`config.mk`:
```
export PLATFORM = sky130hd
export DESIGN_NAME = touch_frame_deframer_top_flat
export DESIGN_NICKNAME = d
export VERILOG_FILES = /design/src/hw/rtl/tfd_pkg.sv /design/src/hw/rtl/tfd_byte_if.sv /design/src/hw/rtl/tfd_event_if.sv /design/src/hw/rtl/tfd_frame_eval.sv /design/src/hw/rtl/touch_frame_deframer_top.sv /design/src/flat_wrapper.sv
export VERILOG_INCLUDE_DIRS = /design/src /design/src/hw/rtl
export SDC_FILE = /design/constraint.sdc
export NUM_CORES = 1
export LEC_CHECK = 0
export BUFFER_PORTS_ARGS = -buffer_cell sky130_fd_sc_hd__buf_2
export CAP_MARGIN = 40
export CORE_UTILIZATION = 40
export CTS_CLUSTER_SIZE = 28
export DETAILED_ROUTE_END_ITERATION = 10
export PLACE_DENSITY_LB_ADDON = 0.15
export SLEW_MARGIN = 20
export SYNTH_ARGS = -nofsm -noshare
export SYNTH_HDL_FRONTEND = slang
export SYNTH_SLANG_ARGS = --single-unit
export TNS_END_PERCENT = 100
```
`constraint.sdc`:
```
create_clock -name i_clk -period 3.8 [get_ports i_clk]
set_input_delay 0.38 -clock i_clk [delete_from_list [all_inputs] [get_ports i_clk]]
set_output_delay 0.38 -clock i_clk [all_outputs]
set_load 0.005 [all_outputs]
```
`src/hw/rtl/touch_frame_deframer_top_defines.svh`:
```
// Assertion macros shared by the touch frame deframer RTL.
// Included by files that carry concurrent checks; depends on nothing else.
`ifndef TOUCH_FRAME_DEFRAMER_TOP_DEFINES_SVH
`define TOUCH_FRAME_DEFRAMER_TOP_DEFINES_SVH

// Checks that the consequent holds in the same cycle as the antecedent.
`define TFD_ASSERT_SAME(lbl, clk, rstn, ante, cons, msg) \
    lbl: assert property (@(posedge clk) disable iff (!(rstn)) (ante) |-> (cons)) \
        else $error(msg);

// Checks that the consequent holds in the cycle after the antecedent.
`define TFD_ASSERT_NEXT(lbl, clk, rstn, ante, cons, msg) \
    lbl: assert property (@(posedge clk) disable iff (!(rstn)) (ante) |=> (cons)) \
        else $error(msg);

`endif

```
`src/hw/rtl/tfd_pkg.sv`:
```
// Types and constants of the touch frame deframer.
// Used by the interfaces, the frame evaluator and the top level; no dependencies.
`default_nettype none

package tfd_pkg;

    localparam int unsigned BYTE_W  = 8;
    localparam int unsigned WORD_W  = 16;
    localparam int unsigned POS_W   = 3;
    localparam int unsigned SUM_W   = 11;

    localparam logic [POS_W-1:0] POS_HUNT  = 3'd0;
    localparam logic [POS_W-1:0] POS_CMD   = 3'd1;
    localparam logic [POS_W-1:0] POS_XH    = 3'd2;
    localparam logic [POS_W-1:0] POS_XL    = 3'd3;
    localparam logic [POS_W-1:0] POS_YH    = 3'd4;
    localparam logic [POS_W-1:0] POS_YL    = 3'd5;
    localparam logic [POS_W-1:0] POS_FLAG  = 3'd6;
    localparam logic [POS_W-1:0] POS_CHECK = 3'd7;

    localparam logic [BYTE_W-1:0] CMD_SAMPLE  = 8'd1;
    localparam logic [BYTE_W-1:0] CMD_COMPUTE = 8'd2;

    localparam int unsigned FLAG_Y_HIGH = 3;
    localparam int unsigned FLAG_Y_LOW  = 2;
    localparam int unsigned FLAG_X_HIGH = 1;
    localparam int unsigned FLAG_X_LOW  = 0;

    localparam logic [BYTE_W:0]   SUM_MODULUS  = 9'd255;
    localparam logic [WORD_W-1:0] INDEX_RESET  = 16'd159;

    localparam logic KIND_SAMPLE  = 1'b0;
    localparam logic KIND_COMPUTE = 1'b1;

    typedef struct packed {
        logic [BYTE_W-1:0] cmd;
        logic [BYTE_W-1:0] x_high;
        logic [BYTE_W-1:0] x_low;
        logic [BYTE_W-1:0] y_high;
        logic [BYTE_W-1:0] y_low;
        logic [BYTE_W-1:0] flag;
    } t_frame;

    typedef struct packed {
        logic              hit;
        logic              event_kind;
        logic [WORD_W-1:0] sample_index;
        logic [WORD_W-1:0] sample_value;
    } t_result;

endpackage

`default_nettype wire

```
`src/hw/rtl/tfd_byte_if.sv`:
```
// Channel that carries received serial bytes into the deframer.
// Depends on tfd_pkg for the byte width.
`default_nettype none

interface tfd_byte_if;
    logic                            valid;
    logic                            ready;
    logic [tfd_pkg::BYTE_W-1:0]      rx_byte;

    modport source (output valid, output rx_byte, input ready);
    modport sink (input valid, input rx_byte, output ready);
endinterface

`default_nettype wire

```
`src/hw/rtl/tfd_event_if.sv`:
```
// Channel that carries sample and compute events out of the deframer.
// Depends on tfd_pkg for the word width.
`default_nettype none

interface tfd_event_if;
    logic                            valid;
    logic                            ready;
    logic                            event_kind;
    logic [tfd_pkg::WORD_W-1:0]      sample_index;
    logic [tfd_pkg::WORD_W-1:0]      sample_value;

    modport source (output valid, output event_kind, output sample_index,
                    output sample_value, input ready);
    modport sink (input valid, input event_kind, input sample_index,
                  input sample_value, output ready);
endinterface

`default_nettype wire

```
`src/hw/rtl/tfd_frame_eval.sv`:
```
// Forms the event; a sample frame is checked against its checksum byte and i_limit.
// Depends on tfd_pkg for the frame and result types.
`default_nettype none

module tfd_frame_eval (
    input  var tfd_pkg::t_frame                i_frame,
    input  var logic [tfd_pkg::SUM_W-1:0]      i_sum,
    input  var logic [tfd_pkg::BYTE_W-1:0]     i_check,
    input  var logic [tfd_pkg::WORD_W-1:0]     i_limit,
    output tfd_pkg::t_result                   o_result
);

    logic [tfd_pkg::BYTE_W:0]   fold;
    logic [tfd_pkg::BYTE_W:0]   residue;
    logic                       sum_ok;
    logic [tfd_pkg::BYTE_W-1:0] x_high;
    logic [tfd_pkg::BYTE_W-1:0] x_low;
    logic [tfd_pkg::BYTE_W-1:0] y_high;
    logic [tfd_pkg::BYTE_W-1:0] y_low;
    logic [tfd_pkg::WORD_W-1:0] x;
    logic [tfd_pkg::WORD_W-1:0] y;

    // Since 256 is congruent to 1 modulo 255, the high bits fold onto the low byte.
    always_comb begin
        fold = {6'd0, i_sum[tfd_pkg::SUM_W-1:tfd_pkg::BYTE_W]}
             + {1'b0, i_sum[tfd_pkg::BYTE_W-1:0]};
        if (fold >= tfd_pkg::SUM_MODULUS) begin
            residue = fold - tfd_pkg::SUM_MODULUS;
        end else begin
            residue = fold;
        end
        sum_ok = (residue == {1'b0, i_check});
    end

    always_comb begin
        x_high = i_frame.flag[tfd_pkg::FLAG_X_HIGH] ? '0 : i_frame.x_high;
        x_low  = i_frame.flag[tfd_pkg::FLAG_X_LOW]  ? '0 : i_frame.x_low;
        y_high = i_frame.flag[tfd_pkg::FLAG_Y_HIGH] ? '0 : i_frame.y_high;
        y_low  = i_frame.flag[tfd_pkg::FLAG_Y_LOW]  ? '0 : i_frame.y_low;
        x = {x_high, x_low};
        y = {y_high, y_low};
    end

    always_comb begin
        o_result = '0;
        priority if (i_frame.cmd == tfd_pkg::CMD_COMPUTE) begin
            o_result.hit        = 1'b1;
            o_result.event_kind = tfd_pkg::KIND_COMPUTE;
        end else if (i_frame.cmd == tfd_pkg::CMD_SAMPLE) begin
            o_result.hit          = sum_ok && (x <= i_limit);
            o_result.event_kind   = tfd_pkg::KIND_SAMPLE;
            o_result.sample_index = x;
            o_result.sample_value = y;
        end else begin
            o_result.hit = 1'b0;
        end
    end

endmodule

`default_nettype wire

```
`src/hw/rtl/touch_frame_deframer_top.sv`:
```
// Touch frame deframer top level: byte input channel, event output channel,
// limit register. Depends on tfd_pkg, tfd_byte_if, tfd_event_if and tfd_frame_eval.
//
// Usage:
// Bytes arrive on i_rx, one transfer per byte, and events leave on o_ev.
// While hunting, a zero byte opens an eight-byte frame; the next six bytes are
// taken as data. The frame's last byte is its checksum, and the event
// it causes is loaded into the output register at the edge that accepts that
// byte, so it is offered on o_ev in the next cycle.
// Throughput is one byte per cycle, set by the position counter and the single
// output register. When the receiver stalls, bytes inside a frame are still
// taken; only a checksum byte waits until the pending event has been
// transferred. Reset returns the block to hunting, empties the output register
// and sets the index limit to 159; i_cfg_we writes a new limit from i_cfg_wdata
// and must only be used while the block is idle.
`default_nettype none
`include "touch_frame_deframer_top_defines.svh"

module touch_frame_deframer_top (
    input  var logic                           i_clk,
    input  var logic                           i_rst_n,
    input  var logic                           i_cfg_we,
    input  var logic [tfd_pkg::WORD_W-1:0]     i_cfg_wdata,
    tfd_byte_if.sink                           i_rx,
    tfd_event_if.source                        o_ev
);

    logic [tfd_pkg::POS_W-1:0]  r_pos;
    logic [tfd_pkg::WORD_W-1:0] r_limit;
    logic                       r_out_valid;
    tfd_pkg::t_result           r_ev;
    tfd_pkg::t_frame            r_frame;
    logic [tfd_pkg::SUM_W-1:0]  r_sum;
    tfd_pkg::t_result           n_ev;
    logic                       in_acc;
    logic                       at_check;

    assign at_check   = (r_pos == tfd_pkg::POS_CHECK);
    assign i_rx.ready = !at_check || !r_out_valid || o_ev.ready;
    assign in_acc     = i_rx.valid && i_rx.ready;

    tfd_frame_eval u_eval (
        .i_frame  (r_frame),
        .i_sum    (r_sum),
        .i_check  (i_rx.rx_byte),
        .i_limit  (r_limit),
        .o_result (n_ev)
    );

    always_ff @(posedge i_clk) begin
        if (!i_rst_n) begin
            r_pos       <= tfd_pkg::POS_HUNT;
            r_out_valid <= 1'b0;
            r_limit     <= tfd_pkg::INDEX_RESET;
        end else begin
            if (i_cfg_we) begin
                r_limit <= i_cfg_wdata;
            end
            if (in_acc && at_check) begin
                r_out_valid <= n_ev.hit;
            end else if (o_ev.ready) begin
                r_out_valid <= 1'b0;
            end
            if (in_acc) begin
                unique case (r_pos)
                    tfd_pkg::POS_HUNT: begin
                        if (i_rx.rx_byte == '0) begin
                            r_pos <= tfd_pkg::POS_CMD;
                        end
                    end
                    tfd_pkg::POS_CHECK: begin
                        r_pos <= tfd_pkg::POS_HUNT;
                    end
                    default: begin
                        r_pos <= r_pos + 3'd1;
                    end
                endcase
            end
        end
    end

    always_ff @(posedge i_clk) begin
        if (in_acc) begin
            unique case (r_pos)
                tfd_pkg::POS_CMD: begin
                    r_frame.cmd <= i_rx.rx_byte;
                    r_sum       <= {3'd0, i_rx.rx_byte};
                end
                tfd_pkg::POS_XH: begin
                    r_frame.x_high <= i_rx.rx_byte;
                    r_sum          <= r_sum + {3'd0, i_rx.rx_byte};
                end
                tfd_pkg::POS_XL: begin
                    r_frame.x_low <= i_rx.rx_byte;
                    r_sum         <= r_sum + {3'd0, i_rx.rx_byte};
                end
                tfd_pkg::POS_YH: begin
                    r_frame.y_high <= i_rx.rx_byte;
                    r_sum          <= r_sum + {3'd0, i_rx.rx_byte};
                end
                tfd_pkg::POS_YL: begin
                    r_frame.y_low <= i_rx.rx_byte;
                    r_sum         <= r_sum + {3'd0, i_rx.rx_byte};
                end
                tfd_pkg::POS_FLAG: begin
                    r_frame.flag <= i_rx.rx_byte;
                    r_sum        <= r_sum + {3'd0, i_rx.rx_byte};
                end
                tfd_pkg::POS_CHECK: begin
                    r_ev <= n_ev;
                end
                default: begin
                end
            endcase
        end
    end

    assign o_ev.valid        = r_out_valid;
    assign o_ev.event_kind   = r_ev.event_kind;
    assign o_ev.sample_index = r_ev.sample_index;
    assign o_ev.sample_value = r_ev.sample_value;

    `TFD_ASSERT_SAME(a_compute_zero, i_clk, i_rst_n,
        r_out_valid && (r_ev.event_kind == tfd_pkg::KIND_COMPUTE),
        (r_ev.sample_index == '0) && (r_ev.sample_value == '0),
        "Compute event carries a nonzero index or value.")
    `TFD_ASSERT_SAME(a_index_limit, i_clk, i_rst_n,
        r_out_valid && (r_ev.event_kind == tfd_pkg::KIND_SAMPLE) && !$past(i_cfg_we),
        r_ev.sample_index <= r_limit,
        "Sample event index lies above the configured limit.")
    `TFD_ASSERT_NEXT(a_data_no_event, i_clk, i_rst_n,
        in_acc && !at_check && (!r_out_valid || o_ev.ready),
        !r_out_valid,
        "A byte other than a checksum produced an event.")
    `TFD_ASSERT_NEXT(a_hunt_stays, i_clk, i_rst_n,
        in_acc && (r_pos == tfd_pkg::POS_HUNT) && (i_rx.rx_byte != '0),
        r_pos == tfd_pkg::POS_HUNT,
        "A nonzero byte opened a frame while hunting.")

endmodule

`default_nettype wire
```
`src/flat_wrapper.sv`:
```
// flat-port wrapper written by rule: the top's interface ports become plain ports
module touch_frame_deframer_top_flat 
  (i_clk, i_rst_n, i_cfg_we, i_cfg_wdata, i_rx_valid, i_rx_rx_byte, i_rx_ready, o_ev_valid, o_ev_event_kind, o_ev_sample_index, o_ev_sample_value, o_ev_ready);
  tfd_byte_if i_rx_i ();
  tfd_event_if o_ev_i ();
  input  var logic i_clk;
  input  var logic i_rst_n;
  input  var logic i_cfg_we;
  input  var logic [tfd_pkg::WORD_W-1:0] i_cfg_wdata;
  input wire logic [$bits(i_rx_i.valid)-1:0] i_rx_valid;
  input wire logic [$bits(i_rx_i.rx_byte)-1:0] i_rx_rx_byte;
  output wire logic [$bits(i_rx_i.ready)-1:0] i_rx_ready;
  output wire logic [$bits(o_ev_i.valid)-1:0] o_ev_valid;
  output wire logic [$bits(o_ev_i.event_kind)-1:0] o_ev_event_kind;
  output wire logic [$bits(o_ev_i.sample_index)-1:0] o_ev_sample_index;
  output wire logic [$bits(o_ev_i.sample_value)-1:0] o_ev_sample_value;
  input wire logic [$bits(o_ev_i.ready)-1:0] o_ev_ready;
  assign i_rx_i.valid = i_rx_valid;
  assign i_rx_i.rx_byte = i_rx_rx_byte;
  assign i_rx_ready = i_rx_i.ready;
  assign o_ev_valid = o_ev_i.valid;
  assign o_ev_event_kind = o_ev_i.event_kind;
  assign o_ev_sample_index = o_ev_i.sample_index;
  assign o_ev_sample_value = o_ev_i.sample_value;
  assign o_ev_i.ready = o_ev_ready;
  touch_frame_deframer_top u_core (.i_clk(i_clk), .i_rst_n(i_rst_n), .i_cfg_we(i_cfg_we), .i_cfg_wdata(i_cfg_wdata), .i_rx(i_rx_i), .o_ev(o_ev_i));
endmodule
```
# Word-level counts from Yosys, hierarchy flattened
# Cells that the tools add are included.
[totals] ff_bits=108 latch_bits=0 ramBits=0 romBits=0 in_bits=29 out_inout_bits=35 wordCells=66 n_memories=0
[classes] add_sub_neg=4 n_mul=0 div_mod_pow=0 magnitude_cmp=2 n_eq_ne=11 n_shift=0 mux=10 bitwise_logic=1 reduce_logical=24
[op_table] op="$pmux 11 s2" n=1
[op_table] op="$reduce_and 2->1" n=9
[op_table] op="$le 16x16->1" n=1
[op_table] op="$mux 8" n=2
[op_table] op="$eq 3x3->1 const B" n=4
[op_table] op="$add 11x8->11" n=1
[op_table] op="$add 3x8->9" n=1
[op_table] op="$eq 9x8->1" n=1
[op_table] op="$ge 9x8->1 const B" n=1
[op_table] op="$mux 9" n=1
[op_table] op="$sub 9x8->9 const B" n=1
[op_table] op="$eq 8x1->1 const B" n=1
[op_table] op="$eq 8x2->1 const B" n=1
[op_table] op="$logic_not 8->1" n=1
[op_table] op="$eq 3x2->1 const B" n=2
[op_table] op="$pmux 3 s2" n=1
[op_table] op="$reduce_or 3->1" n=2
[op_table] op="$reduce_or 5->1" n=1
[op_table] op="$reduce_bool 2->1" n=2
[op_table] op="$add 3x1->3 const B" n=1
[op_table] op="$eq 3x1->1 const B" n=1
[op_table] op="$logic_and 1x1->1" n=3
[op_table] op="$logic_not 3->1" n=1
[op_table] op="$mux 1" n=3
[op_table] op="other kinds (7)" n=9

# Longest topological paths before layout
# Gate-level depths: netlist of the first run.
[depth] ltp_word=8 mapped_depth=15 depth_no_buf=15

# By module
# From an unflattened synthesis of the first run, not the netlist that was laid out.
[unflattened] cells_unflattened=468 area_unflattened_um2=5696.7
[by_module_without_submodules] mod="touch_frame_deframer_top" n_inst=1 cells_per_inst=257 area_each_um2=4201.5 seq_area_each_um2=3163.0
[by_module_without_submodules] mod="tfd_frame_eval" n_inst=1 cells_per_inst=211 area_each_um2=1495.2 seq_area_each_um2=0.0

# Worst setup path before layout of the first run
# Ideal clock, no wire load.
[synth_path] path_type="register to register" from="register u_core.r_sum[8] (netlist bit)" to="register u_core.r_out_valid (netlist: u_core.o_ev.valid)" setup_time_ps=122 arrival_ps=2866 required_ps=3678 setup_slack_ps=812 stages_incl_launch_ff=14 path_buffers=0 period_less_slack_ps=2988 path_cell_list="edfxtp_1 -> ha_1 -> inv_1 -> fa_1 -> a311oi_1 -> o221a_2 -> nor2_1 -> ha_1 -> a31o_1 -> a2bb2oi_2 -> nor3_1 -> a211o_1 -> a31oi_1 -> o31ai_2"
[synth_via] elab_chain_cells=8 word_cells_on_any_way=9 cone_classes="2 x add/sub; 1 x order compare; 1 x eq/ne; 4 x mux; 1 x reduce/logical"
[synth_rtl] item="start, declared" line="touch_frame_deframer_top.sv:33" text="logic [tfd_pkg::SUM_W-1:0] r_sum;"
[synth_rtl] item="start signal, assigned" line="touch_frame_deframer_top.sv:87" text="r_sum <= {3'd0, i_rx.rx_byte};"
[synth_rtl] item="start signal, assigned" line="touch_frame_deframer_top.sv:91" text="r_sum <= r_sum + {3'd0, i_rx.rx_byte};"
[synth_rtl] item="start signal, assigned" line="touch_frame_deframer_top.sv:95" text="r_sum <= r_sum + {3'd0, i_rx.rx_byte};"
[synth_rtl] item="$add 3x8->9 *" line="tfd_frame_eval.sv:26" text="+ {1'b0, i_sum[tfd_pkg::BYTE_W-1:0]};"
[synth_rtl] item="$sub 9x8->9 or $ge 9x8->1 (tied branches)" line="tfd_frame_eval.sv:28, tfd_frame_eval.sv:27"
[synth_rtl] item="$mux 9 *" line="tfd_frame_eval.sv:27" text="if (fold >= tfd_pkg::SUM_MODULUS) begin"
[synth_rtl] item="$eq 9x8->1 *" line="tfd_frame_eval.sv:32" text="sum_ok = (residue == {1'b0, i_check});"
[synth_rtl] item="$logic_and 1x1->1 *" line="tfd_frame_eval.sv:50" text="o_result.hit = sum_ok && (x <= i_limit);"
[synth_rtl] item="$mux 1 *" line="tfd_frame_eval.sv:49" text="end else if (i_frame.cmd == tfd_pkg::CMD_SAMPLE) begin"
[synth_rtl] item="$mux 2 *" line="tfd_frame_eval.sv:46" text="priority if (i_frame.cmd == tfd_pkg::CMD_COMPUTE) begin"
[synth_rtl] item="$mux 1 *" line="touch_frame_deframer_top.sv:59" text="if (in_acc && at_check) begin"
[synth_rtl] item="end signal, assigned" line="touch_frame_deframer_top.sv:60" text="r_out_valid <= n_ev.hit;"
[synth_rtl] item="end, declared" line="touch_frame_deframer_top.sv:30" text="logic r_out_valid;"
# Every way passes the cells marked *; elsewhere a longest branch is shown, timed or not.
# A chain may end at the register's enable or synchronous reset.

# Worst setup path after layout of the first run
# Same ends and word-level chain as after synthesis.

==> results of run 1 <==
-- layout make-up --
cell class,count,area [sq um],share of cell area
flip-flops and latches,108,3040,0.486
multi-input cells,299,2210,0.353
repair buffers,71,373,0.0596
clock buffers,10,229,0.0366
well taps,176,220,0.0352
inverters,36,135,0.0216
clock inverters,6,48.8,0.00779
-- routing by layer --
layer / up-vias / GRT usage / part of all wire
li1: 1784 / - / -
met1: 1666 / 0.219 / 0.47
met2: 57 / 0.275 / 0.47
met3: 17 / 0.0352 / 0.033
met4: 0 / 0.0728 / 0.023
met5: - / 0 / 0
-- kinds of logic after synthesis --
group	Yosys count
DFF	108
adders and majority gates	37
buffers and inverters	48
muxes	15
xor gates and xnor gates	21
and+or+nand+nor	149
AOI/OAI and AO/OA	77
-- worst paths after layout --
kind / to
min reg2reg: u_core.r_limit[0]$_SDFFE_PN1P_
max reg2reg: u_core.o_ev.valid$_SDFFE_PN0P_
min: u_core.r_limit[4]$_SDFFE_PN1P_
max: u_core.o_ev.valid$_SDFFE_PN0P_
-- worst register-to-register path: cells and delay by family, from the launching register on --
| family | cells | cell delay [ns] |
|---|---|---|
| simple gates | 2 | 0.16 |
| xor+xnor | 1 | 0.14 |
| flops | 1 | 0.44 |
| buf+inv | 1 | 0.07 |
| fa+ha+maj | 3 | 0.96 |
| mux | 1 | 0.21 |
| compound gates | 5 | 1.28 |
-- cells in the mapped netlist (all sizes together), types with 3 or more instances --
cell / instances
edfxtp: 88
nor2b: 38
inv: 36
ha: 35
nand2: 27
dfxtp: 20
a21oi: 18
and2: 18
o21ai: 17
nor2: 15
xnor2: 14
mux2i: 13
nor3b: 13
nand3: 10
and3: 9
clkbuf: 9
xor2: 7
a21o: 6
o211ai: 6
nand4: 5
nor3: 5
o21a: 5
nor4: 4
o31ai: 4
buf: 3
-- registers in the layout (all words and copies together), names as in the netlist --
name and count:
u_core.o_ev.sample_value 16, u_core.r_limit 16, u_core.o_ev.sample_index 16, u_core.r_frame 44
u_core.r_pos 3, u_core.o_ev.valid 1, u_core.o_ev.event_kind 1, u_core.r_sum 11
-- where the power goes --
| group | switching (mW) | internal [mW] | total [mW] |
|---|---|---|---|
| combinational | 0.0701 | 0.0501 | 0.120 |
| clock | 0.439 | 0.452 | 0.892 |
| sequential | 0.00478 | 1.28 | 1.28 |
-- per-stage QoR --
stage          instances  instance area (sq um)  setup slack (ns)
6_report             706                   6260             0.447
5_1_grt              706                   6260             0.223
4_1_cts              706                   6260             0.454
3_5_place_dp         690                   5980             0.473
3_3_place_gp         689                   5980             0.593
2_1_floorplan        455                   5450             0.812
==> impl_results.html, run 1 <==
<table>
<tr><th>Metric</th><th>Value</th></tr>
<tr><th colspan="2">Clock tree</th></tr>
<tr><td>Setup Buffers After CTS</td><td>0</td></tr>
<tr><td>Hold-fix buffers at CTS</td><td>0</td></tr>
<tr><td>Clk slew on worst S/H paths</td><td>approximately 0.07 ns</td></tr>
<tr><td>Post-cts gate resize count</td><td>0</td></tr>
<tr><td>Buffer levels on the longest clock path</td><td>2</td></tr>
<tr><td>Clk Latency, worst-skew pair</td><td>between 0.3 and 0.4 ns</td></tr>
<tr><td>Clock net sink count</td><td>roughly 110</td></tr>
<tr><td>CTS HTree Levels</td><td>3</td></tr>
<tr><td>Cts bufs inserted</td><td>9</td></tr>
<tr><td>Root Buffer</td><td>sky130_fd_sc_hd__clkbuf_16</td></tr>
<tr><td>CTS tree</td><td>built</td></tr>
<tr><th colspan="2">Worst setup path</th></tr>
<tr><td>Kind of critical path</td><td>reg -&gt; reg</td></tr>
<tr><td>Most numerous cell on the critical path</td><td>sky130_fd_sc_hd__ha_1</td></tr>
<tr><td>Family with the most delay on the worst path</td><td>compound AO/OA/AOI/OAI gates</td></tr>
<tr><td>Critical path capture point type</td><td>register</td></tr>
<tr><td>Critical Path AT</td><td>roughly 3.6 ns</td></tr>
<tr><td>Reg2Reg Launch Point</td><td>u_core.r_sum[8]$_SDFFCE_PP0P_</td></tr>
<tr><td>Largest stage delay, worst path</td><td>between 0.4 and 0.5 ns</td></tr>
<tr><td>Worst EP required</td><td>4.07 ns</td></tr>
<tr><td>Startpoint Class</td><td>register</td></tr>
<tr><td>Number of cells on the critical path</td><td>13</td></tr>
<tr><td>Worst path cell trace</td><td>ha_1, inv_1, fa_1, a311oi_1, o221a_2, nor2_1, ha_1, a31oi_1, o21a_4, mux2i_1, xnor2_1, nand3_1, o31ai_2</td></tr>
<tr><td>CP startpoint</td><td>u_core.r_sum[8]$_SDFFCE_PP0P_</td></tr>
<tr><td>Register-to-Register Path Depth</td><td>13</td></tr>
<tr><td>Reg-to-reg setup timing slack</td><td>0.45 ns</td></tr>
<tr><td>CP Max Fanout</td><td>6</td></tr>
<tr><td>Master of the slowest instance on the critical path</td><td>sky130_fd_sc_hd__fa_1</td></tr>
<tr><td>Buffers and inverters on the worst path</td><td>1</td></tr>
<tr><th colspan="2">Pwr</th></tr>
<tr><td>Maximum vdd drop</td><td>just under 200 uV</td></tr>
<tr><td>Static leakage</td><td>2.55 nW</td></tr>
<tr><td>Overall power of the completed layout</td><td>approximately 2.3 mW</td></tr>
<tr><td>Power density over the cells</td><td>around 370 nW/um^2</td></tr>
<tr><th colspan="2">Layout</th></tr>
<tr><td># nets final</td><td>591</td></tr>
<tr><td>Number of fill cells in the layout</td><td>~1,200</td></tr>
<tr><td>Top library cells by usage in the layout, fill and taps aside</td><td>sky130_fd_sc_hd__edfxtp_1, sky130_fd_sc_hd__buf_2, sky130_fd_sc_hd__nor2b_1</td></tr>
<tr><td>Proportion of layout cells with a drive suffix above 1</td><td>0.183</td></tr>
<tr><td>Share of the core filled with cells</td><td>0.473</td></tr>
<tr><td>Leading cell type in the layout, fill and taps excluded</td><td>sky130_fd_sc_hd__edfxtp_1</td></tr>
<tr><td>Layout overhead on the synthesized area</td><td>15.0%</td></tr>
<tr><td>Antenna cell count</td><td>0</td></tr>
<tr><th colspan="2">Drt</th></tr>
<tr><td>Final wirelength</td><td>~11,000 microns</td></tr>
<tr><td>Number of DRC violations after detailed routing</td><td>0</td></tr>
<tr><td>Number of vias after detailed routing</td><td>~3,500</td></tr>
<tr><td>Pre-antenna DRT Iters</td><td>4</td></tr>
<tr><td>Antenna viol nets, final</td><td>0</td></tr>
<tr><td>Via density per instance</td><td>4.99</td></tr>
<tr><td>Iteration-0 DRC count of the detailed router</td><td>142</td></tr>
<tr><td>Final routed wire length divided by cell count</td><td>between 15 and 20 microns</td></tr>
<tr><th colspan="2">Place</th></tr>
<tr><td>Global placer's final weighted congestion</td><td>~0.86</td></tr>
<tr><td>Post-detailed-placement half-perimeter wirelength</td><td>~8000 microns</td></tr>
<tr><td>Number of buffers added on ports</td><td>between 60 and 70</td></tr>
<tr><th colspan="2">Synthesis</th></tr>
<tr><td>Post-Synthesis Cells</td><td>around 460</td></tr>
<tr><td>Fraction of post-synthesis cell area in the top cell type by area</td><td>0.485</td></tr>
<tr><td>Synth unique cells</td><td>60</td></tr>
<tr><td>Register area share after synthesis</td><td>0.559</td></tr>
<tr><td>Post-synth EDFFs</td><td>88</td></tr>
<tr><td>Simple-Gate Fraction of Synth Area</td><td>0.155</td></tr>
<tr><td>Post-synthesis share of cell area spent on full adders, half adders and majority gates</td><td>0.0878</td></tr>
<tr><td>Synth Area in XOR/XNOR</td><td>0.0338</td></tr>
<tr><td>Compound-gate portion of the synthesized area</td><td>0.102</td></tr>
<tr><td>Post-synth ARST share</td><td>0</td></tr>
<tr><td>Top cells by area, synth</td><td>sky130_fd_sc_hd__edfxtp_1, sky130_fd_sc_hd__ha_1, sky130_fd_sc_hd__dfxtp_1, sky130_fd_sc_hd__nor2b_1, sky130_fd_sc_hd__inv_1</td></tr>
<tr><td>Cell type contributing the most total cell area after synthesis</td><td>sky130_fd_sc_hd__edfxtp_1</td></tr>
<tr><td>Mapped Avg Cell Area</td><td>12.0 sq um</td></tr>
<tr><td>Total of flip-flops plus latches after synthesis</td><td>about 110</td></tr>
<tr><td>Multiplexer area fraction after synthesis</td><td>0.0280</td></tr>
<tr><td>Post-synth design cell area</td><td>~5400 sq um</td></tr>
<tr><td>Primary FF master, synth</td><td>sky130_fd_sc_hd__edfxtp_1</td></tr>
<tr><td>Main combinational cell family by area after synthesis</td><td>simple AND/OR/NAND/NOR gates</td></tr>
<tr><td>Number of warnings reported in the yosys synthesis log</td><td>0</td></tr>
<tr><td>Syn_nets</td><td>521</td></tr>
<tr><th colspan="2">Timing</th></tr>
<tr><td>Max Fclk</td><td>approximately 300 MHz</td></tr>
<tr><td>Unrepaired setup endpoints after global routing</td><td>no</td></tr>
<tr><td>Transition time at the pin with the least slew margin</td><td>between 0.6 and 0.7 ns</td></tr>
<tr><td>Final Hold Viols</td><td>0</td></tr>
<tr><td>Final setup fails</td><td>0</td></tr>
<tr><td>Tmin final</td><td>between 3 and 4 ns</td></tr>
<tr><td>Max-slew violation count</td><td>0</td></tr>
<tr><td>Worst relative slew slack</td><td>0.589</td></tr>
<tr><td>Hold_ws</td><td>around 0.24 ns</td></tr>
<tr><td>Worst clock skew</td><td>0.00705 ns</td></tr>
<tr><td>Sum Neg Setup Slack</td><td>0 ns</td></tr>
<tr><td>Portion of the clock cycle consumed by the worst path in the final layout</td><td>0.882</td></tr>
<tr><th colspan="2">Floorplanning</th></tr>
<tr><td>Site row count</td><td>42</td></tr>
<tr><td>Initial Util</td><td>0.411</td></tr>
<tr><td>DIE HEIGHT</td><td>119 microns</td></tr>
<tr><td>Count of pins on the block boundary</td><td>64</td></tr>
<tr><td>DIE WIDTH</td><td>approximately 120 microns</td></tr>
<tr><td>Overall die area</td><td>between 10,000 and 15,000 sq um</td></tr>
<tr><td>Core box area</td><td>between 10,000 and 15,000 sq um</td></tr>
<tr><th colspan="2">GRT</th></tr>
<tr><td>First-pass GRT wire length</td><td>between 15,000 and 20,000 microns</td></tr>
<tr><td>Overall track demand over capacity in global routing</td><td>0.170</td></tr>
<tr><td>Number of global-route vias before repair</td><td>about 3,500</td></tr>
<tr><td>Number of antenna violations at the first check in global routing</td><td>0</td></tr>
<tr><td>Congestion Overflow GR</td><td>0</td></tr>
<tr><td>Maximum number of pins on one net before global-route repair</td><td>35</td></tr>
<tr><th colspan="2">Min path</th></tr>
<tr><td>Cells on Worst Hold Path</td><td>3</td></tr>
<tr><td>Type of the worst min-delay path</td><td>in -&gt; reg</td></tr>
<tr><td>Worst Min Path Start</td><td>i_cfg_wdata[4]</td></tr>
<tr><th colspan="2">Status</th></tr>
<tr><td>Outcome</td><td>finished, final reports clean</td></tr>
<tr><th colspan="2">Job</th></tr>
<tr><td>Max-capacitance violation count</td><td>0</td></tr>
</table>
Power figures use the tool's default switching activity.
==> inputs of run 2 (changes only) <==
==> constraint.sdc (replaced) <==
create_clock -name i_clk -period 3.8 [get_ports i_clk]
set_input_delay 0.76 -clock i_clk [delete_from_list [all_inputs] [get_ports i_clk]]
set_output_delay 0.76 -clock i_clk [all_outputs]
set_load 0.005 [all_outputs]
==> impl_results.html, run 2 (synthesis results as in run 1) <==
<table>
<tr><th>Metric</th><th>Value</th></tr>
<tr><th colspan="2">Status</th></tr>
<tr><td>Outcome</td><td>finished, final reports clean</td></tr>
<tr><th colspan="2">Worst setup path</th></tr>
<tr><td>Startpoint Class</td><td>register</td></tr>
<tr><td>Number of cells on the critical path</td><td>14</td></tr>
<tr><td>Register-to-Register Path Depth</td><td>14</td></tr>
<tr><td>Largest stage delay, worst path</td><td>between 0.4 and 0.5 ns</td></tr>
<tr><td>Critical path capture point type</td><td>register</td></tr>
<tr><td>CP startpoint</td><td>u_core.r_sum[8]$_SDFFCE_PP0P_</td></tr>
<tr><td>CP Max Fanout</td><td>6</td></tr>
<tr><td>End of the critical path</td><td>u_core.o_ev.valid$_SDFFE_PN0P_</td></tr>
<tr><td>Worst path cell trace</td><td>ha_1, inv_1, fa_1, nor3b_1, nand4b_1, o221a_2, nor2_1, ha_1, a31oi_1, o21a_4, mux2i_1, xnor2_1, nand3_1, o31ai_2</td></tr>
<tr><td>Reg2Reg Launch Point</td><td>u_core.r_sum[8]$_SDFFCE_PP0P_</td></tr>
<tr><td>Buffers and inverters on the worst path</td><td>1</td></tr>
<tr><td>Most numerous cell on the critical path</td><td>sky130_fd_sc_hd__ha_1</td></tr>
<tr><td>Worst EP required</td><td>4.07 ns</td></tr>
<tr><td>Reg-to-reg setup timing slack</td><td>between 0.4 and 0.5 ns</td></tr>
<tr><td>Master of the slowest instance on the critical path</td><td>sky130_fd_sc_hd__fa_1</td></tr>
<tr><td>Family with the most delay on the worst path</td><td>adder cells</td></tr>
<tr><td>Critical Path AT</td><td>roughly 3.6 ns</td></tr>
<tr><td>Reg-to-reg endpoint</td><td>u_core.o_ev.valid$_SDFFE_PN0P_</td></tr>
<tr><td>Kind of critical path</td><td>reg -&gt; reg</td></tr>
<tr><th colspan="2">Clock tree</th></tr>
<tr><td>CTS HTree Levels</td><td>3</td></tr>
<tr><td>Setup Buffers After CTS</td><td>0</td></tr>
<tr><td>Root Buffer</td><td>sky130_fd_sc_hd__clkbuf_16</td></tr>
<tr><td>Buffer levels on the longest clock path</td><td>2</td></tr>
<tr><td>Clk Latency, worst-skew pair</td><td>0.35 ns</td></tr>
<tr><td>Clk slew on worst S/H paths</td><td>about 0.070 ns</td></tr>
<tr><td>Cts bufs inserted</td><td>9</td></tr>
<tr><td>Clock net sink count</td><td>~110</td></tr>
<tr><td>CTS tree</td><td>built</td></tr>
<tr><td>Hold-fix buffers at CTS</td><td>0</td></tr>
<tr><td>Post-cts gate resize count</td><td>0</td></tr>
<tr><th colspan="2">Layout</th></tr>
<tr><td>Number of fill cells in the layout</td><td>around 1,200</td></tr>
<tr><td>Post-route non-filler standard cell count</td><td>705</td></tr>
<tr><td>Biggest register</td><td>u_core.r_frame</td></tr>
<tr><td>Summed area of non-filler cells in the final layout</td><td>~6300 sq um</td></tr>
<tr><td># nets final</td><td>590</td></tr>
<tr><td>Antenna cell count</td><td>0</td></tr>
<tr><td>Layout overhead on the synthesized area</td><td>14.8%</td></tr>
<tr><td>Share of the core filled with cells</td><td>0.472</td></tr>
<tr><td>Top library cells by usage in the layout, fill and taps aside</td><td>sky130_fd_sc_hd__edfxtp_1, sky130_fd_sc_hd__buf_2, sky130_fd_sc_hd__nor2b_1</td></tr>
<tr><td>Proportion of layout cells with a drive suffix above 1</td><td>0.181</td></tr>
<tr><td>Max reg flops</td><td>between 40 and 50</td></tr>
<tr><td>Leading cell type in the layout, fill and taps excluded</td><td>sky130_fd_sc_hd__edfxtp_1</td></tr>
<tr><th colspan="2">Pwr</th></tr>
<tr><td>Fraction of power spent switching nets</td><td>0.222</td></tr>
<tr><td>Static leakage</td><td>2.54 nW</td></tr>
<tr><td>Reg power frac</td><td>0.561</td></tr>
<tr><td>Overall power of the completed layout</td><td>2.29 mW</td></tr>
<tr><td>Internal power summed over all cells</td><td>approximately 1.8 mW</td></tr>
<tr><td>Power density over the cells</td><td>roughly 370 nW/um^2</td></tr>
<tr><td>Maximum vdd drop</td><td>approximately 220 uV</td></tr>
<tr><td>Sw power</td><td>about 0.51 mW</td></tr>
<tr><td>Portion of total power attributed to the clock network</td><td>0.387</td></tr>
<tr><td>Combinational share of power</td><td>0.052</td></tr>
<tr><th colspan="2">Place</th></tr>
<tr><td>Worst setup slack after placement</td><td>0.491 ns</td></tr>
<tr><td>Global placer's final weighted congestion</td><td>just under 0.9</td></tr>
<tr><td>Count of placed standard cells including taps</td><td>slightly below 700</td></tr>
<tr><td>Instance area after placement</td><td>between 5000 and 6000 sq um</td></tr>
<tr><td>Number of buffers added on ports</td><td>63</td></tr>
<tr><td>Post-detailed-placement half-perimeter wirelength</td><td>around 8000 microns</td></tr>
<tr><th colspan="2">Floorplanning</th></tr>
<tr><td>Count of pins on the block boundary</td><td>64</td></tr>
<tr><td>DIE WIDTH</td><td>119 microns</td></tr>
<tr><td>Initial Util</td><td>0.411</td></tr>
<tr><td>Overall die area</td><td>roughly 14,000 sq um</td></tr>
<tr><td>Core box area</td><td>13,200 sq um</td></tr>
<tr><td>Site row count</td><td>42</td></tr>
<tr><td>DIE HEIGHT</td><td>119 microns</td></tr>
<tr><th colspan="2">Timing</th></tr>
<tr><td>Worst relative slew slack</td><td>0.636</td></tr>
<tr><td>Final setup fails</td><td>0</td></tr>
<tr><td>Max Fclk</td><td>approximately 300 MHz</td></tr>
<tr><td>Hold_ws</td><td>approximately 0.5 ns</td></tr>
<tr><td>Sum Neg Setup Slack</td><td>0 ns</td></tr>
<tr><td>Max-slew violation count</td><td>0</td></tr>
<tr><td>Final Hold Viols</td><td>0</td></tr>
<tr><td>Worst Setup Slack, final</td><td>between 0.4 and 0.5 ns</td></tr>
<tr><td>Unrepaired setup endpoints after global routing</td><td>no</td></tr>
<tr><td>Tmin final</td><td>around 3.3 ns</td></tr>
<tr><td>Transition time at the pin with the least slew margin</td><td>around 0.54 ns</td></tr>
<tr><td>Portion of the clock cycle consumed by the worst path in the final layout</td><td>0.874</td></tr>
<tr><td>Worst clock skew</td><td>~0.0065 ns</td></tr>
<tr><th colspan="2">Drt</th></tr>
<tr><td>Final routed wire length divided by cell count</td><td>between 15 and 20 microns</td></tr>
<tr><td>Final wirelength</td><td>~11,000 microns</td></tr>
<tr><td>Antenna viol nets, final</td><td>0</td></tr>
<tr><td>Iteration-0 DRC count of the detailed router</td><td>~220</td></tr>
<tr><td>Number of DRC violations after detailed routing</td><td>0</td></tr>
<tr><td>Pre-antenna DRT Iters</td><td>5</td></tr>
<tr><td>Via density per instance</td><td>about 5</td></tr>
<tr><td>Number of vias after detailed routing</td><td>3,609</td></tr>
<tr><th colspan="2">GRT</th></tr>
<tr><td>Maximum number of pins on one net before global-route repair</td><td>35</td></tr>
<tr><td>Number of antenna violations at the first check in global routing</td><td>0</td></tr>
<tr><td>Congestion Overflow GR</td><td>0</td></tr>
<tr><td>Number of global-route vias before repair</td><td>3,495</td></tr>
<tr><td>First-pass GRT wire length</td><td>~18,000 microns</td></tr>
<tr><td>Overall track demand over capacity in global routing</td><td>0.165</td></tr>
<tr><th colspan="2">Job</th></tr>
<tr><td>Max-capacitance violation count</td><td>0</td></tr>
<tr><th colspan="2">Min path</th></tr>
<tr><td>Type of the worst min-delay path</td><td>reg -&gt; reg</td></tr>
</table>
run 2: cell count changes in the layout (fill, tap and decap cells not counted), sizes merged:
cell / before / now
inv: 38 / 37
clkinv: 3 / 4
buf: 71 / 70
run 2: final cells by class:
type / count / area (sq um) / area share
Sequential cell: 108 / 3040 / 0.487
Multi-Input combinational cell: 299 / 2210 / 0.354
Timing Repair Buffer: 70 / 365 / 0.0584
Clock buffer: 10 / 229 / 0.0366
Tap cell: 176 / 220 / 0.0352
Inverter: 36 / 135 / 0.0216
Clock inverter: 6 / 48.8 / 0.00780
run 2: worst min path at each step:
stage	start	to	depth (start not counted)
floorplan	u_core.r_limit[0]$_SDFFE_PN1P_	u_core.r_limit[0]$_SDFFE_PN1P_	2
global placement	u_core.r_limit[7]$_SDFFE_PN1P_	u_core.r_limit[7]$_SDFFE_PN1P_	2
detailed placement	u_core.r_limit[2]$_SDFFE_PN1P_	u_core.r_limit[2]$_SDFFE_PN1P_	2
CTS	u_core.r_limit[2]$_SDFFE_PN1P_	u_core.r_limit[2]$_SDFFE_PN1P_	2
global route	u_core.r_limit[2]$_SDFFE_PN1P_	u_core.r_limit[2]$_SDFFE_PN1P_	2
finish	u_core.r_limit[7]$_SDFFE_PN1P_	u_core.r_limit[7]$_SDFFE_PN1P_	2
run 2: worst reg2reg max path: cells and delay by family (launching register included):
kind                       cells  cell delay, ns
adders and majority gates      3            0.96
AOI/OAI and AO/OA              4            0.92
and+or+nand+nor                4            0.48
DFF                            1            0.45
muxes                          1            0.23
xor gates and xnor gates       1            0.14
buffers and inverters          1            0.07
run 2: power groups by stage:
stage / clock network, mW / registers (mW) / logic, mW
after floorplan: 0 / 1.31 / 0.0708
after global placement: 0 / 1.31 / 0.117
after detailed placement: 0 / 1.31 / 0.120
after CTS: 0.914 / 1.28 / 0.121
after global routing: 0.954 / 1.29 / 0.134
final: 0.885 / 1.28 / 0.119
run 2: routing by layer:
layer	global-route usage	wire length (microns)
met1	0.207	5050
met3	0.0372	430
met2	0.273	5410
met5	0	0
met4	0.0696	203
==> inputs of run 3 (changes only) <==
- PLACE_DENSITY: unset -> 0.58
- PLACE_DENSITY_LB_ADDON: 0.15 -> unset
==> impl_results.html, run 3 (synthesis results as in run 1) <==
<table>
<tr><th>Metric</th><th>Value</th></tr>
<tr><th colspan="2">Drt</th></tr>
<tr><td>Iteration-0 DRC count of the detailed router</td><td>approximately 170</td></tr>
<tr><td>Final wirelength</td><td>between 10,000 and 15,000 microns</td></tr>
<tr><td>Number of DRC violations after detailed routing</td><td>0</td></tr>
<tr><td>Final routed wire length divided by cell count</td><td>approximately 15 microns</td></tr>
<tr><td>Number of vias after detailed routing</td><td>3,572</td></tr>
<tr><td>Antenna viol nets, final</td><td>0</td></tr>
<tr><td>Via density per instance</td><td>5.07</td></tr>
<tr><td>Pre-antenna DRT Iters</td><td>4</td></tr>
<tr><th colspan="2">Clock tree</th></tr>
<tr><td>Clk Latency, worst-skew pair</td><td>0.35 ns</td></tr>
<tr><td>Root Buffer</td><td>sky130_fd_sc_hd__clkbuf_16</td></tr>
<tr><td>Clock net sink count</td><td>about 110</td></tr>
<tr><td>Clk slew on worst S/H paths</td><td>around 0.07 ns</td></tr>
<tr><td>Buffer levels on the longest clock path</td><td>2</td></tr>
<tr><td>Hold-fix buffers at CTS</td><td>0</td></tr>
<tr><td>Post-cts gate resize count</td><td>0</td></tr>
<tr><td>CTS HTree Levels</td><td>3</td></tr>
<tr><td>Cts bufs inserted</td><td>9</td></tr>
<tr><td>CTS tree</td><td>built</td></tr>
<tr><td>Setup Buffers After CTS</td><td>0</td></tr>
<tr><th colspan="2">Worst setup path</th></tr>
<tr><td>Largest stage delay, worst path</td><td>~0.48 ns</td></tr>
<tr><td>Most numerous cell on the critical path</td><td>sky130_fd_sc_hd__ha_1</td></tr>
<tr><td>CP Max Fanout</td><td>6</td></tr>
<tr><td>Startpoint Class</td><td>register</td></tr>
<tr><td>Worst path cell trace</td><td>ha_1, inv_1, fa_1, nor3b_1, nand4b_1, o221a_2, nor2_1, ha_1, a31o_1, a2bb2oi_2, nor3_1, a211o_1, a31oi_1, o31ai_2</td></tr>
<tr><td>Reg-to-reg setup timing slack</td><td>between 0.5 and 0.6 ns</td></tr>
<tr><td>Critical path capture point type</td><td>register</td></tr>
<tr><td>Kind of critical path</td><td>reg -&gt; reg</td></tr>
<tr><td>Master of the slowest instance on the critical path</td><td>sky130_fd_sc_hd__fa_1</td></tr>
<tr><td>Worst EP required</td><td>~4.1 ns</td></tr>
<tr><td>Critical Path AT</td><td>approximately 3.5 ns</td></tr>
<tr><th colspan="2">Pwr</th></tr>
<tr><td>Maximum vdd drop</td><td>a little under 300 uV</td></tr>
<tr><td>Static leakage</td><td>between 2 and 3 nW</td></tr>
<tr><td>Reg power frac</td><td>0.543</td></tr>
<tr><td>Fraction of power spent switching nets</td><td>0.218</td></tr>
<tr><td>Power density over the cells</td><td>approximately 380 nW/um^2</td></tr>
<tr><td>Internal power summed over all cells</td><td>about 1.9 mW</td></tr>
<tr><td>Sw power</td><td>~0.52 mW</td></tr>
<tr><td>Portion of total power attributed to the clock network</td><td>0.408</td></tr>
<tr><td>Combinational share of power</td><td>0.050</td></tr>
<tr><th colspan="2">GRT</th></tr>
<tr><td>Maximum number of pins on one net before global-route repair</td><td>35</td></tr>
<tr><td>First-pass GRT wire length</td><td>around 17,000 microns</td></tr>
<tr><td>Number of global-route vias before repair</td><td>around 3,500</td></tr>
<tr><td>Congestion Overflow GR</td><td>0</td></tr>
<tr><td>Number of antenna violations at the first check in global routing</td><td>0</td></tr>
<tr><td>Overall track demand over capacity in global routing</td><td>0.161</td></tr>
<tr><th colspan="2">Timing</th></tr>
<tr><td>Tmin final</td><td>approximately 3.3 ns</td></tr>
<tr><td>Worst clock skew</td><td>0.00809 ns</td></tr>
<tr><td>Unrepaired setup endpoints after global routing</td><td>no</td></tr>
<tr><td>Max-slew violation count</td><td>0</td></tr>
<tr><td>Final setup fails</td><td>0</td></tr>
<tr><td>Portion of the clock cycle consumed by the worst path in the final layout</td><td>0.868</td></tr>
<tr><td>Transition time at the pin with the least slew margin</td><td>approximately 0.54 ns</td></tr>
<tr><td>Sum Neg Setup Slack</td><td>0 ns</td></tr>
<tr><td>Final Hold Viols</td><td>0</td></tr>
<tr><td>Max Fclk</td><td>just over 300 MHz</td></tr>
<tr><td>Worst relative slew slack</td><td>0.639</td></tr>
<tr><th colspan="2">Floorplanning</th></tr>
<tr><td>Site row count</td><td>42</td></tr>
<tr><td>Count of pins on the block boundary</td><td>between 60 and 70</td></tr>
<tr><td>DIE HEIGHT</td><td>between 100 and 150 microns</td></tr>
<tr><td>DIE WIDTH</td><td>about 120 microns</td></tr>
<tr><td>Initial Util</td><td>0.411</td></tr>
<tr><td>Core box area</td><td>between 10,000 and 15,000 sq um</td></tr>
<tr><td>Overall die area</td><td>between 10,000 and 15,000 sq um</td></tr>
<tr><th colspan="2">Place</th></tr>
<tr><td>Global placer's final weighted congestion</td><td>0.874</td></tr>
<tr><td>Number of buffers added on ports</td><td>63</td></tr>
<tr><td>Instance area after placement</td><td>slightly below 6000 sq um</td></tr>
<tr><td>Post-detailed-placement half-perimeter wirelength</td><td>around 8000 microns</td></tr>
<tr><th colspan="2">Min path</th></tr>
<tr><td>Type of the worst min-delay path</td><td>reg -&gt; reg</td></tr>
<tr><th colspan="2">Layout</th></tr>
<tr><td>Summed area of non-filler cells in the final layout</td><td>approximately 6300 sq um</td></tr>
<tr><td>Layout overhead on the synthesized area</td><td>15.3%</td></tr>
<tr><td># nets final</td><td>approximately 590</td></tr>
<tr><td>Top library cells by usage in the layout, fill and taps aside</td><td>sky130_fd_sc_hd__edfxtp_1, sky130_fd_sc_hd__buf_2, sky130_fd_sc_hd__nor2b_1</td></tr>
<tr><td>Proportion of layout cells with a drive suffix above 1</td><td>0.184</td></tr>
<tr><td>Max reg flops</td><td>44</td></tr>
<tr><td>Antenna cell count</td><td>0</td></tr>
<tr><td>Leading cell type in the layout, fill and taps excluded</td><td>sky130_fd_sc_hd__edfxtp_1</td></tr>
<tr><td>Biggest register</td><td>u_core.r_frame</td></tr>
<tr><th colspan="2">Job</th></tr>
<tr><td>Max-capacitance violation count</td><td>0</td></tr>
<tr><th colspan="2">Status</th></tr>
<tr><td>Outcome</td><td>finished, final reports clean</td></tr>
</table>
-- run 3: cell count changes in the layout (fill, tap and decap cells not counted), sizes merged --
cell / previous run / this run
clkbuf: 10 / 9
inv: 37 / 39
buf: 70 / 69
bufinv: 0 / 1
clkinv: 4 / 2
-- run 3: final cells by class --
cell class              instances  area (sq um)
clock buffers                   9           225
clock inverters                 7          85.1
fillers                      1238          6960
inverters                      36           135
multi-input cells             299          2210
flip-flops and latches        108          3040
well taps                     176           220
repair buffers                 69           358
-- run 3: power by group through the flow --
stage                     Sequential, mW  Combinational (mW)  Clock (mW)
after floorplan                     1.31              0.0708           0
after CTS                           1.28               0.119       0.991
after global routing                1.29               0.131        1.03
final                               1.28               0.117       0.965
after global placement              1.31               0.115           0
after detailed placement            1.31               0.118           0
-- run 3: per-stage QoR --
step	utilization	total power, mW	worst slack [ns]	instances	hold WS (ns)
finish	0.474	2.37	0.501	704	0.489
detailed placement	0.451	1.43	0.501	688	0.483
floorplan	-	1.38	0.812	455	0.446
CTS	0.474	2.40	0.481	704	0.497
global placement	0.450	1.43	0.577	687	0.484
global route	0.474	2.45	0.185	704	0.522
-- run 3: path summary, 6_finish.rpt --
path,end,cells past startpoint,start
worst max-delay path,u_core.o_ev.valid$_SDFFE_PN0P_,14,u_core.r_sum[8]$_SDFFCE_PP0P_
worst min-delay path,u_core.r_limit[7]$_SDFFE_PN1P_,2,u_core.r_limit[7]$_SDFFE_PN1P_
worst max register to register,u_core.o_ev.valid$_SDFFE_PN0P_,14,u_core.r_sum[8]$_SDFFCE_PP0P_
worst min register to register,u_core.r_limit[7]$_SDFFE_PN1P_,2,u_core.r_limit[7]$_SDFFE_PN1P_
-- run 3: worst max-delay path: cells and delay by family, from the launching register on --
family,cells,cell delay (ns)
simple gates,4,0.46
fa+ha+maj,3,0.94
buf+inv,1,0.08
flops,1,0.43
compound gates,6,1.29
-- run 3: per-layer routing --
layer / share of wire / track usage
met1: 0.46 / 0.203
met2: 0.49 / 0.268
met3: 0.042 / 0.0410
met4: 0.011 / 0.0554
met5: 0 / 0
